==> src/sv/crsp_pkg.sv <==
package crsp_pkg;

	localparam int TIME_W  = 64;
	localparam int IVL_W   = 48;
	localparam int FB_W    = 14;
	localparam int CNT_FW  = 9;
	localparam int EXC_W   = 32;
	localparam int DATA_W  = 64;
	localparam int ADDR_W  = 5;

	localparam logic [IVL_W-1:0] SLOT_IVL_RST = IVL_W'(1);
	localparam logic [FB_W-1:0]  FRAME_B_RST  = FB_W'(1500);

	typedef enum logic [1:0] {
		REG_SLOT_IVL  = 2'd0,
		REG_FRAME_B   = 2'd1,
		REG_NO_PAD    = 2'd2,
		REG_SNAP_IVL  = 2'd3
	} cfg_reg_t;

	typedef enum logic [2:0] {
		ST_IDLE,
		ST_CHECK,
		ST_DIVIDE,
		ST_CAP,
		ST_APPLY,
		ST_BYTES,
		ST_DONE
	} pacer_state_t;

	typedef struct packed {
		logic [TIME_W-1:0] time_now;
		logic [CNT_FW-1:0] user_frames_ready;
		logic [CNT_FW-1:0] pad_frames_ready;
	} poll_item_t;

	typedef struct packed {
		logic              too_early;
		logic [CNT_FW-1:0] slots_due;
		logic [CNT_FW-1:0] user_sent;
		logic [CNT_FW-1:0] pads_sent;
		logic [CNT_FW-1:0] pads_skipped;
		logic [CNT_FW-1:0] pad_underrun;
		logic [EXC_W-1:0]  held_excess;
		logic              slipped;
		logic              snapshot_taken;
		logic [TIME_W-1:0] total_packets;
		logic [TIME_W-1:0] total_bytes;
		logic [TIME_W-1:0] total_dues;
	} result_item_t;

endpackage

==> src/sv/constant_rate_slot_pacer_unit.sv <==
// Sequence: a poll that is on time passes CHECK, APPLY, BYTES and DONE; an early poll goes
// from CHECK to DONE, and after a slip the 64-step divider counts the slots in DIVIDE, then CAP.
// One poll at a time is taken; a result that waits for result_ready holds the sequencer,
// and poll_ready is high only while it idles.
// Reset (arst_n low, asynchronous) clears the due time, the snapshot time and all totals,
// and returns the registers to interval 1, frame size 1500, padding on, snapshots at 0.
module constant_rate_slot_pacer_unit
	import crsp_pkg::*;
#(
	parameter int MAX_SLOTS = 256
) (
	input  logic              clk,
	input  logic              arst_n,
	input  logic              poll_valid,
	output logic              poll_ready,
	input  poll_item_t        poll,
	output logic              result_valid,
	input  logic              result_ready,
	output result_item_t      result,
	input  logic              psel,
	input  logic              penable,
	input  logic              pwrite,
	input  logic [ADDR_W-1:0] paddr,
	input  logic [DATA_W-1:0] pwdata,
	output logic [DATA_W-1:0] prdata,
	output logic              pready
);

	// A slot count never exceeds MAX_SLOTS, so this width holds every count.
	localparam int SLOT_W = $clog2(MAX_SLOTS + 1);
	localparam int PROD_W = SLOT_W + FB_W;
	// Readiness counts and slot counts are compared at the wider of their two widths.
	localparam int CMP_W  = (SLOT_W > CNT_FW) ? SLOT_W : CNT_FW;

	// Configuration registers.
	logic [IVL_W-1:0]  slot_ivl_q;
	logic [FB_W-1:0]   frame_b_q;
	logic              no_pad_q;
	logic [IVL_W-1:0]  snap_ivl_q;
	cfg_reg_t          reg_sel;
	logic              cfg_wr;

	// Pacing state.
	logic [TIME_W-1:0] next_due_q;
	logic [TIME_W-1:0] next_snap_q;
	logic [TIME_W-1:0] pkt_total_q;
	logic [TIME_W-1:0] byte_total_q;
	logic [TIME_W-1:0] due_total_q;

	// Sequencer and per-poll working registers.
	pacer_state_t      state_q;
	pacer_state_t      state_nx;
	poll_item_t        poll_q;
	logic              early_q;
	logic              slip_q;
	logic              snap_q;
	logic [SLOT_W-1:0] slots_q;
	logic [EXC_W-1:0]  excess_q;
	logic [SLOT_W-1:0] usent_q;
	logic [SLOT_W-1:0] psent_q;
	logic [SLOT_W-1:0] pskip_q;
	logic [SLOT_W-1:0] punder_q;
	logic [PROD_W-1:0] prod_q;

	// Output register.
	logic              result_valid_q;
	result_item_t      result_q;
	result_item_t      result_nx;

	// Combinational helpers.
	logic [IVL_W-1:0]  ivl;
	logic [TIME_W-1:0] delta;
	logic              too_early;
	logic              need_div;
	logic              div_start;
	logic              div_done;
	logic [TIME_W-1:0] quo;
	logic              over_cap;
	logic [TIME_W-1:0] excess_full;
	logic [CMP_W-1:0]  user_w;
	logic [CMP_W-1:0]  pad_w;
	logic [CMP_W-1:0]  slots_w;
	logic [CMP_W-1:0]  remain_w;
	logic [SLOT_W-1:0] usent;
	logic [SLOT_W-1:0] remain;
	logic [SLOT_W-1:0] psent;
	logic [SLOT_W-1:0] pskip;
	logic [SLOT_W-1:0] punder;
	logic [SLOT_W-1:0] sends;
	logic              load_result;

	// ------------------------------------------------------------------
	// Configuration port. Writes complete in the access phase; pready is
	// always high, so there are no wait states. Each register sits at an
	// eight-byte boundary, so the upper address bits select it.
	// ------------------------------------------------------------------
	assign pready  = 1'b1;
	assign reg_sel = cfg_reg_t'(paddr[4:3]);
	assign cfg_wr  = psel && penable && pwrite && pready;

	always_ff @(posedge clk or negedge arst_n) begin
		if (!arst_n) begin
			slot_ivl_q <= SLOT_IVL_RST;
			frame_b_q  <= FRAME_B_RST;
			no_pad_q   <= 1'b0;
			snap_ivl_q <= '0;
		end else if (cfg_wr) begin
			case (reg_sel)
				REG_SLOT_IVL: slot_ivl_q <= pwdata[IVL_W-1:0];
				REG_FRAME_B:  frame_b_q  <= pwdata[FB_W-1:0];
				REG_NO_PAD:   no_pad_q   <= pwdata[0];
				REG_SNAP_IVL: snap_ivl_q <= pwdata[IVL_W-1:0];
				default: ;
			endcase
		end
	end

	always_comb begin
		case (reg_sel)
			REG_SLOT_IVL: prdata = DATA_W'(slot_ivl_q);
			REG_FRAME_B:  prdata = DATA_W'(frame_b_q);
			REG_NO_PAD:   prdata = DATA_W'(no_pad_q);
			REG_SNAP_IVL: prdata = DATA_W'(snap_ivl_q);
			default:      prdata = '0;
		endcase
	end

	// An interval of zero would stall the pacer for ever, so it behaves as one tick.
	assign ivl = (slot_ivl_q == '0) ? IVL_W'(1) : slot_ivl_q;

	// ------------------------------------------------------------------
	// Arithmetic that each step of the sequence needs.
	// ------------------------------------------------------------------

	// The poll is early when the signed distance to the due time is negative.
	assign delta     = poll_q.time_now - next_due_q;
	assign too_early = delta[TIME_W-1];
	assign need_div  = delta > TIME_W'(ivl);

	// After a slip the slot count is quotient + 1; it is over the cap once
	// the quotient reaches MAX_SLOTS, and the excess is then quotient + 1 - MAX_SLOTS.
	assign over_cap    = quo >= TIME_W'(MAX_SLOTS);
	assign excess_full = quo - TIME_W'(MAX_SLOTS - 1);

	// User frames take the slots first; the rest go to pads or are only counted.
	always_comb begin
		user_w   = CMP_W'(poll_q.user_frames_ready);
		pad_w    = CMP_W'(poll_q.pad_frames_ready);
		slots_w  = CMP_W'(slots_q);
		usent    = (user_w < slots_w) ? SLOT_W'(user_w) : slots_q;
		remain   = slots_q - usent;
		remain_w = CMP_W'(remain);
		if (no_pad_q) begin
			pskip  = remain;
			psent  = '0;
			punder = '0;
		end else begin
			pskip  = '0;
			psent  = (pad_w < remain_w) ? SLOT_W'(pad_w) : remain;
			punder = remain - psent;
		end
		sends = usent + psent;
	end

	// ------------------------------------------------------------------
	// Iterative divider: elapsed ticks over the slot interval.
	// ------------------------------------------------------------------
	crsp_div u_div (
		.clk      (clk),
		.arst_n   (arst_n),
		.start    (div_start),
		.dividend (delta),
		.divisor  (ivl),
		.done     (div_done),
		.quotient (quo)
	);

	// ------------------------------------------------------------------
	// Sequencer.
	// ------------------------------------------------------------------
	always_comb begin
		poll_ready  = (state_q == ST_IDLE);
		div_start   = (state_q == ST_CHECK) && !too_early && need_div;
		load_result = (state_q == ST_DONE) && (!result_valid_q || result_ready);
	end

	always_comb begin
		state_nx = state_q;
		case (state_q)
			ST_IDLE: begin
				if (poll_valid) state_nx = ST_CHECK;
			end
			ST_CHECK: begin
				if (too_early)     state_nx = ST_DONE;
				else if (need_div) state_nx = ST_DIVIDE;
				else               state_nx = ST_APPLY;
			end
			ST_DIVIDE: begin
				if (div_done) state_nx = ST_CAP;
			end
			ST_CAP:   state_nx = ST_APPLY;
			ST_APPLY: state_nx = ST_BYTES;
			ST_BYTES: state_nx = ST_DONE;
			ST_DONE: begin
				if (load_result) state_nx = ST_IDLE;
			end
			default: state_nx = ST_IDLE;
		endcase
	end

	always_ff @(posedge clk or negedge arst_n) begin
		if (!arst_n) begin
			state_q <= ST_IDLE;
		end else begin
			state_q <= state_nx;
		end
	end

	// Working registers for the poll in flight.
	always_ff @(posedge clk) begin
		if (poll_valid && poll_ready) begin
			poll_q <= poll;
		end
		if (state_q == ST_CHECK) begin
			early_q  <= too_early;
			slip_q   <= need_div;
			slots_q  <= SLOT_W'(1);
			excess_q <= '0;
			snap_q   <= 1'b0;
		end
		if (state_q == ST_CAP) begin
			if (over_cap) begin
				slots_q  <= SLOT_W'(MAX_SLOTS);
				excess_q <= (excess_full[TIME_W-1:EXC_W] != '0) ? '1 : excess_full[EXC_W-1:0];
			end else begin
				slots_q  <= SLOT_W'(quo) + SLOT_W'(1);
			end
		end
		if (state_q == ST_APPLY) begin
			usent_q  <= usent;
			psent_q  <= psent;
			pskip_q  <= pskip;
			punder_q <= punder;
			prod_q   <= PROD_W'(sends) * PROD_W'(frame_b_q);
			snap_q   <= poll_q.time_now > next_snap_q;
		end
	end

	// Pacing state moves on once per poll that is not early.
	always_ff @(posedge clk or negedge arst_n) begin
		if (!arst_n) begin
			next_due_q   <= '0;
			next_snap_q  <= '0;
			pkt_total_q  <= '0;
			byte_total_q <= '0;
			due_total_q  <= '0;
		end else begin
			if (state_q == ST_APPLY) begin
				// After a slip the schedule restarts from the poll's own time.
				next_due_q  <= (slip_q ? poll_q.time_now : next_due_q) + TIME_W'(ivl);
				due_total_q <= due_total_q + TIME_W'(slots_q);
				pkt_total_q <= pkt_total_q + TIME_W'(sends);
				if (poll_q.time_now > next_snap_q) begin
					next_snap_q <= poll_q.time_now + TIME_W'(snap_ivl_q);
				end
			end
			if (state_q == ST_BYTES) begin
				byte_total_q <= byte_total_q + TIME_W'(prod_q);
			end
		end
	end

	// ------------------------------------------------------------------
	// Result assembly and output register. An early poll reports only the
	// flag and the current totals.
	// ------------------------------------------------------------------
	always_comb begin
		result_nx                = '0;
		result_nx.too_early      = early_q;
		result_nx.total_packets  = pkt_total_q;
		result_nx.total_bytes    = byte_total_q;
		result_nx.total_dues     = due_total_q;
		if (!early_q) begin
			result_nx.slots_due      = CNT_FW'(slots_q);
			result_nx.user_sent      = CNT_FW'(usent_q);
			result_nx.pads_sent      = CNT_FW'(psent_q);
			result_nx.pads_skipped   = CNT_FW'(pskip_q);
			result_nx.pad_underrun   = CNT_FW'(punder_q);
			result_nx.held_excess    = excess_q;
			result_nx.slipped        = slip_q;
			result_nx.snapshot_taken = snap_q;
		end
	end

	always_ff @(posedge clk or negedge arst_n) begin
		if (!arst_n) begin
			result_valid_q <= 1'b0;
		end else if (load_result) begin
			result_valid_q <= 1'b1;
		end else if (result_ready) begin
			result_valid_q <= 1'b0;
		end
	end

	always_ff @(posedge clk) begin
		if (load_result) begin
			result_q <= result_nx;
		end
	end

	assign result_valid = result_valid_q;
	assign result       = result_q;

endmodule

==> src/sv/crsp_div.sv <==
module crsp_div
	import crsp_pkg::*;
(
	input  logic              clk,
	input  logic              arst_n,
	input  logic              start,
	input  logic [TIME_W-1:0] dividend,
	input  logic [IVL_W-1:0]  divisor,
	output logic              done,
	output logic [TIME_W-1:0] quotient
);

	localparam int CNT_W = $clog2(TIME_W);

	logic              busy_q;
	logic              done_q;
	logic [CNT_W-1:0]  cnt_q;
	logic [TIME_W-1:0] quo_q;
	logic [IVL_W-1:0]  rem_q;
	logic [IVL_W-1:0]  dvs_q;
	logic [IVL_W:0]    rem_sh;
	logic              fits;
	logic [IVL_W:0]    rem_nx;

	// One quotient bit per cycle: shift the next dividend bit into the
	// partial remainder and subtract the divisor where it fits.
	always_comb begin
		rem_sh = {rem_q, quo_q[TIME_W-1]};
		fits   = rem_sh >= {1'b0, dvs_q};
		rem_nx = fits ? (rem_sh - {1'b0, dvs_q}) : rem_sh;
	end

	always_ff @(posedge clk or negedge arst_n) begin
		if (!arst_n) begin
			busy_q <= 1'b0;
			done_q <= 1'b0;
			cnt_q  <= '0;
		end else begin
			done_q <= 1'b0;
			if (start) begin
				busy_q <= 1'b1;
				cnt_q  <= '0;
			end else if (busy_q) begin
				cnt_q <= cnt_q + CNT_W'(1);
				if (cnt_q == CNT_W'(TIME_W - 1)) begin
					busy_q <= 1'b0;
					done_q <= 1'b1;
				end
			end
		end
	end

	always_ff @(posedge clk) begin
		if (start) begin
			quo_q <= dividend;
			rem_q <= '0;
			dvs_q <= divisor;
		end else if (busy_q) begin
			quo_q <= {quo_q[TIME_W-2:0], fits};
			rem_q <= rem_nx[IVL_W-1:0];
		end
	end

	assign done     = done_q;
	assign quotient = quo_q;

endmodule
==> config.mk <==
export PLATFORM = sky130hd
export DESIGN_NAME = constant_rate_slot_pacer_unit
export DESIGN_NICKNAME = d
export VERILOG_FILES = /design/src/sv/crsp_pkg.sv /design/src/sv/constant_rate_slot_pacer_unit.sv /design/src/sv/crsp_div.sv
export SDC_FILE = /design/constraint.sdc
export NUM_CORES = 2
export LEC_CHECK = 0
export CORE_ASPECT_RATIO = 1.1
export CORE_MARGIN = 2
export CORE_UTILIZATION = 45
export DETAILED_ROUTE_END_ITERATION = 6
export DONT_BUFFER_PORTS = 1
export PLACE_DENSITY = 0.66
export RECOVER_POWER = 25
export REMOVE_ABC_BUFFERS = 1
export SLEW_MARGIN = 20
export SYNTH_ARGS = -nofsm -noshare
export SYNTH_HDL_FRONTEND = slang
export SYNTH_SLANG_ARGS = --single-unit
==> constraint.sdc <==
create_clock -name clk -period 16.2 [get_ports clk]
set_clock_uncertainty 0.15 [all_clocks]
set_input_delay 3.24 -clock clk [delete_from_list [all_inputs] [get_ports clk]]
set_output_delay 3.24 -clock clk [all_outputs]
set_load 0.1 [all_outputs]
# --- Word level (Yosys, flattened, before mapping) ---
# Index checks and enable logic that the tools add are counted.
word_totals:
  register_bits: 1060
  latch_bits: 0
  ramBits: 0
  romBits: 0
  input_bits: 158
  output_inout_bits: 339
  wordCells: 132
  memories: 0
op_classes:
  n_addsub: 13
  mul: 1
  div_mod_pow: 0
  n_lt_le_gt_ge: 6
  eq_ne: 13
  shift: 0
  mux: 34
  bitwise_logic: 0
  reduce_logical: 23
ops:
  columns: ["op", "count"]
  rows:
  - ["one-hot mux 64 bit (4 select lines)", 1]
  - ["two-way mux 64 bit", 3]
  - ["adder 64 x 48 -> 64 bit", 2]
  - ["adder 64 x 9 -> 64 bit", 2]
  - ["two-way mux 32 bit", 4]
  - ["two-way mux 48 bit", 2]
  - ["adder 64 x 23 -> 64 bit", 1]
  - ["greater-or-equal comparator 64 x 9 -> 1 bit, second input constant", 1]
  - ["> comparator 64 x 48 -> 1 bit", 1]
  - ["> comparator 64 bit", 1]
  - ["subtractor 64 bit", 1]
  - ["subtractor 64 x 8 -> 64 bit, second input constant", 1]
  - ["two-way mux 9 bit", 6]
  - ["greater-or-equal comparator 49 x 48 -> 1 bit", 1]
  - ["zero test 48 bit", 1]
  - ["subtractor 48 bit", 1]
  - ["nonzero test 32 bit", 1]
  - ["multiplier 9 x 14 -> 23 bit", 1]
  - ["one-hot mux 3 bit (7 select lines)", 1]
  - ["less-than comparator 9 bit", 2]
  - ["subtractor 9 bit", 2]
  - ["two-way mux 3 bit", 5]
  - ["two-way mux 6 bit", 2]
  - ["two-way mux 1 bit", 10]
  - ["19 further kinds", 37]

# --- Longest topological paths before layout ---
logic_depth:
  ltp_word: 8
  depth_mapped: 59
  mapped_depth_nobuf: 56

# --- Cells and area by module ---
# Synthesis repeated with hierarchy kept, for this count alone.
hier_totals:
  hier_cells: 6230
  area_unflattened_um2: 63347.0
by_module_without_submodules:
  columns: ["module", "n_inst", "cells_per_inst", "area_each_um2", "seq_area_each_um2"]
  rows:
  - ["constant_rate_slot_pacer_unit", 1, 5326, 53694.0, 24298.3]
  - ["crsp_div", 1, 904, 9653.0, 4524.3]

# --- Worst setup path before layout ---
# Ideal clock, no wire load.
synth_timing:
  kind: "input to register"
  from: "input port result_ready"
  to: "register result_q, in the netlist result[0], enable pin"
  setup_time_ns: 0.939
  t_arrival_ns: 15.292
  t_required_ns: 15.111
  setup_slack_ns: -0.182
  cell_stages: 2
  path_buffers: 0
  cell_sequence: "nand2b_1 -> nor2b_1"
synth_between:
  elab_chain_cells: 2
synth_lines:
  columns: ["element", "line", "text"]
  rows:
  - ["start: declaration", "constant_rate_slot_pacer_unit.sv:18", "input logic result_ready,"]
  - ["logical OR 1 bit", "constant_rate_slot_pacer_unit.sv:184", "load_result = (state_q == ST_DONE) && (!result_valid_q || result_ready);"]
  - ["logical AND 1 bit", "constant_rate_slot_pacer_unit.sv:184", null]
  - ["net load_result", "constant_rate_slot_pacer_unit.sv:90", "logic load_result;"]
  - ["end signal: assignment", "constant_rate_slot_pacer_unit.sv:307", "result_q <= result_nx;"]
  - ["end: declaration", "constant_rate_slot_pacer_unit.sv:67", "result_item_t result_q;"]
# The timed path passes the listed nets, and every way through them passes these cells.
# A chain may end at the register's enable or synchronous reset.

# --- Worst setup path in the final report ---
layout_timing:
  from: "register slots_q[1]"
  to: "register prod_q[22], data pin"
layout_between:
  elab_chain_cells: 8
layout_lines:
  columns: ["element", "line", "text"]
  rows:
  - ["start: declaration", "constant_rate_slot_pacer_unit.sv:57", "logic [SLOT_W-1:0] slots_q;"]
  - ["start signal: assignment", "constant_rate_slot_pacer_unit.sv:233", "slots_q <= SLOT_W'(MAX_SLOTS);"]
  - ["start signal: assignment", "constant_rate_slot_pacer_unit.sv:236", "slots_q <= SLOT_W'(quo) + SLOT_W'(1);"]
  - ["less-than comparator 9 bit", "constant_rate_slot_pacer_unit.sv:150", "usent = (user_w < slots_w) ? SLOT_W'(user_w) : slots_q;"]
  - ["two-way mux 9 bit", "constant_rate_slot_pacer_unit.sv:150", null]
  - ["net usent[0]", "constant_rate_slot_pacer_unit.sv:84", "logic [SLOT_W-1:0] usent;"]
  - ["subtractor 9 bit", "constant_rate_slot_pacer_unit.sv:151", "remain = slots_q - usent;"]
  - ["net remain[4]", "constant_rate_slot_pacer_unit.sv:85", "logic [SLOT_W-1:0] remain;"]
  - ["less-than comparator 9 bit", "constant_rate_slot_pacer_unit.sv:159", "psent = (pad_w < remain_w) ? SLOT_W'(pad_w) : remain;"]
  - ["two-way mux 9 bit", "constant_rate_slot_pacer_unit.sv:159", null]
  - ["two-way mux 9 bit", "constant_rate_slot_pacer_unit.sv:153", "if (no_pad_q) begin"]
  - ["net psent[0]", "constant_rate_slot_pacer_unit.sv:86", "logic [SLOT_W-1:0] psent;"]
  - ["adder 9 bit", "constant_rate_slot_pacer_unit.sv:162", "sends = usent + psent;"]
  - ["multiplier 9 x 14 -> 23 bit", "constant_rate_slot_pacer_unit.sv:244", "prod_q <= PROD_W'(sends) * PROD_W'(frame_b_q);"]
  - ["end signal: assignment", "constant_rate_slot_pacer_unit.sv:244", null]
  - ["end: declaration", "constant_rate_slot_pacer_unit.sv:63", "logic [PROD_W-1:0] prod_q;"]
# The timed path passes the listed nets, and every way through them passes these cells.

==> results by stage <==
Outcome:
- The checks that failed: max-capacitance violations, max-slew violations.
- The run finished, with violations left.

Clock tree:
- The root buffer cell chosen for the clock tree is clkbuf_16.
- The count of buffers added by post-CTS timing repair for setup is 0.
- The total number of clock tree sinks is approximately 1100.
- The clock passes through at most 3 buffers.
- TritonCTS built the clock tree.
- The total of cells resized after clock tree synthesis is 0.
- The clock latency of the later-clocked register in the worst-skew pair is 760 ps.
- The number of buffers inserted during clock tree synthesis is 115.
- The H-tree depth reported by CTS is 3.
- The post-cts hold buffer count is 0.
- The clock slew at the register clock pins of the worst setup and hold paths is 60 ps.

Floorplanning:
- Pin placement for this block handled roughly 500 I/O pins.
- The region available for standard cell placement spans roughly 140000 um2.
- The die outline area is between 100000 and 150000 um2.
- The die height is 395 um.
- The die is around 360 um wide.
- Once the floorplan was initialized, standard cells occupied ~45% of the core.
- The total number of placement rows is about 140.

Timing:
- Measured against its own limit, the worst slew margin works out to -449%.
- The max-slew violation count came to 643.
- The maximum clock frequency is approximately 0.073 GHz.
- Setup repair after global routing left no endpoint under its margin.
- The smallest clock period supported by the final layout is computed as around 14000 ps.
- The worst-margin pin slew is 8230 ps.
- The final critical-path share of the clock period is between 80% and 90%.
- The count of final setup violators is 0.
- The count of final hold-check violations came to 0.

Logic synthesis:
- Yosys instantiated no cell more often than nand2_1.
- By count the netlist is led by nand2_1, edfxtp_1, inv_1.
- The share of synthesized area in the top cell type comes to 25.8%.
- The number of distinct library cell variants in the gate-level netlist after synthesis is between 90 and 100.
- By area the synthesized netlist is led by edfxtp_1, dfrtp_1, ha_1.
- The fraction of synthesis flops using an asynchronous set or reset pin is between 40% and 50%.
- In this run, synthesis produced a sequential element count of ~1100.
- The synthesized area per cell is slightly above 10 um2.
- After technology mapping, the gate count stands at between 6000 and 7000.
- The most common flop cell mapped by yosys is edfxtp_1.
- The cell area after synthesis is around 62000 um2.
- The library cell with the largest summed area after synthesis is edfxtp_1.
- The sequential fraction of the synthesis area is a little under half.
- In this run, synthesis inferred about 540 flip-flops with an integrated enable.
- Yosys printed 0 warnings.

Finish:
- The count of fill cells added during filler insertion is approximately 12000.
- With fillers left out, the area of the finished cells amounts to 68300 um2.
- Registers take between 20000 and 30000 um2.
- The area taken by multi-input logic gates is about 31000 um2.
- The synthesis-to-layout area growth is 9.43%.
- The final layout contains between 6000 and 7000 nets.
- The fraction of final layout cells with drive strength greater than 1 is 7.29%.

Worst setup path:
- The largest single stage delay on the critical path is 650 ps.
- Data on the critical path is required at its endpoint by 16530 ps.
- The worst setup path is launched from a flop.
- For the worst setup path, the data arrival time is between 10000 and 15000 ps.
- By startpoint and endpoint, the worst setup path is classified as reg2reg.
- In this design, the critical path's most frequently occurring cell is inv_1.
- STA classifies the critical path endpoint as a flop.
- The worst-path cell with the longest stage delay is or4_4.
- In this run the worst path has a maximum fanout of 21.

Hold path:
- The path type of the worst min-delay path is reg2reg.

Routing:
- The routed design has ~160 mm of wire.
- The count of unresolved DRC violations after routing is 0.
- Dividing the detail-routed wire length by the instance count gives around 20 um.
- The count of nets left with antenna violations once routing finished came out at 0.
- Using the TritonRoute via totals, the vias-per-cell ratio works out to approximately 5.6.
- For this block, the initial DRC count from the detailed router was 3354.
- The routed layout has approximately 45000 vias.
- The first detailed-routing pass ran for 5 iterations.

Placed design:
- The placed instances occupy a cell area of ~64000 um2.
- The congestion estimate from routability-driven global placement came to between 0.9 and 1.
- The post-DP HPWL is approximately 120 mm.
- The number of buffer cells added on primary ports is 0.

Global routing:
- The initial antenna violation count is 19.
- The first global-routing pass estimated 255 mm of wire.
- The via count of the first global-routing pass is about 44000.
- Global routing used a little under a quarter of the available tracks.
- Entering global routing, the biggest net connects roughly 440 pins.
- After global routing the overflow that remains totals 0.

Job:
- The total of max-cap violations is 9.
registers in the layout, summed over array words and instances, names as in the netlist, 48 cells and up:
name and count:
pkt_total_q 64, poll_q 64, result 272, next_due_q 64
next_snap_q 64, u_div.rem_q 48, slot_ivl_q 48, byte_total_q 64
u_div.dvs_q 48, u_div.quotient 64, snap_ivl_q 48, due_total_q 64
metal layers:
metal	track usage, %	vias up	wire length (um)
met1	29.7	21758	70000
met2	38.5	1223	78400
met3	3.41	273	9370
met5	0	-	23
met4	8.15	4	5420
li1	-	21488	-
cell usage in the layout, fill, tap and decap left out, types with 93 or more instances in the layout:
| cell type | netlist | final |
|---|---|---|
| inv_1 | 505 | 504 |
| a21o_1 | 205 | 205 |
| nand3_1 | 138 | 138 |
| edfxtp_1 | 537 | 537 |
| nand2_1 | 597 | 597 |
| nor2_1 | 307 | 304 |
| nor2b_1 | 126 | 125 |
| xnor2_1 | 302 | 302 |
| clkbuf_16 | 0 | 116 |
| dfrtp_1 | 435 | 434 |
| a21oi_1 | 336 | 334 |
| ha_1 | 436 | 436 |
| xor2_1 | 154 | 154 |
| fa_1 | 93 | 93 |
| mux2_2 | 130 | 130 |
| o21ai_0 | 469 | 457 |
through the flow:
step	instances	hold slack (ps)	TNS, ps	setup slack, ps	util [%]
floorplan	5895	275	-49530	-182	-
global placement	7752	285	0	2750	46.5
detailed placement	7752	281	0	2590	46.6
CTS	7972	297	0	2440	49.5
global route	7979	306	0	1570	49.5
finish	7984	295	0	2490	49.5
cell families (layout without fill, tap and decap cells):
logic type | Yosys count | count (layout) | synth area share, %
adders and majority gates | 537 | 537 | 11.9
buffers and inverters | 772 | 774 | 4.77
xor gates and xnor gates | 457 | 457 | 6.42
muxes | 170 | 170 | 3.01
AOI/OAI and AO/OA | 1423 | 1423 | 14.3
and+or+nand+nor | 1725 | 1725 | 13.5
other | 2 | 26 | 0.0120
DFF | 1060 | 1060 | 46.2
final timing paths:
path | end | start | cells after the start | slack (ps)
setup / recovery | prod_q[22] | slots_q[1] | 51 | 2490
hold / removal | result[122] | byte_total_q[58] | 0 | 290
setup reg to reg | prod_q[22] | slots_q[1] | 51 | 2490
hold reg to reg | result[122] | byte_total_q[58] | 0 | 290
max in group asynchronous | u_div.busy_q | arst_n | 1 | 5260
min in group asynchronous | pkt_total_q[44] | arst_n | 0 | 2030
final cells by class:
type | count | area share [%]
Multi-Input combinational cell | 4329 | 45.1
Tap cell | 1812 | 3.32
Inverter | 506 | 2.78
Clock inverter | 77 | 1.40
Clock buffer | 143 | 4.57
Timing Repair Buffer | 48 | 0.546
Antenna cell | 9 | 0.0330
Sequential cell | 1060 | 42.2
critical path, delay by kind of cell, from the launching register on:
kind	cells	cell delay [ps]
AO/OA/AOI/OAI	20	5270
adder cells (fa/ha/maj)	12	4370
AND/OR/NAND/NOR	10	2390
buffers and inverters	8	660
flip-flops	1	500
XOR/XNOR	1	110
Power is not shown: default switching activity piles up to over one toggle a cycle in this logic, so the estimate is an artifact.
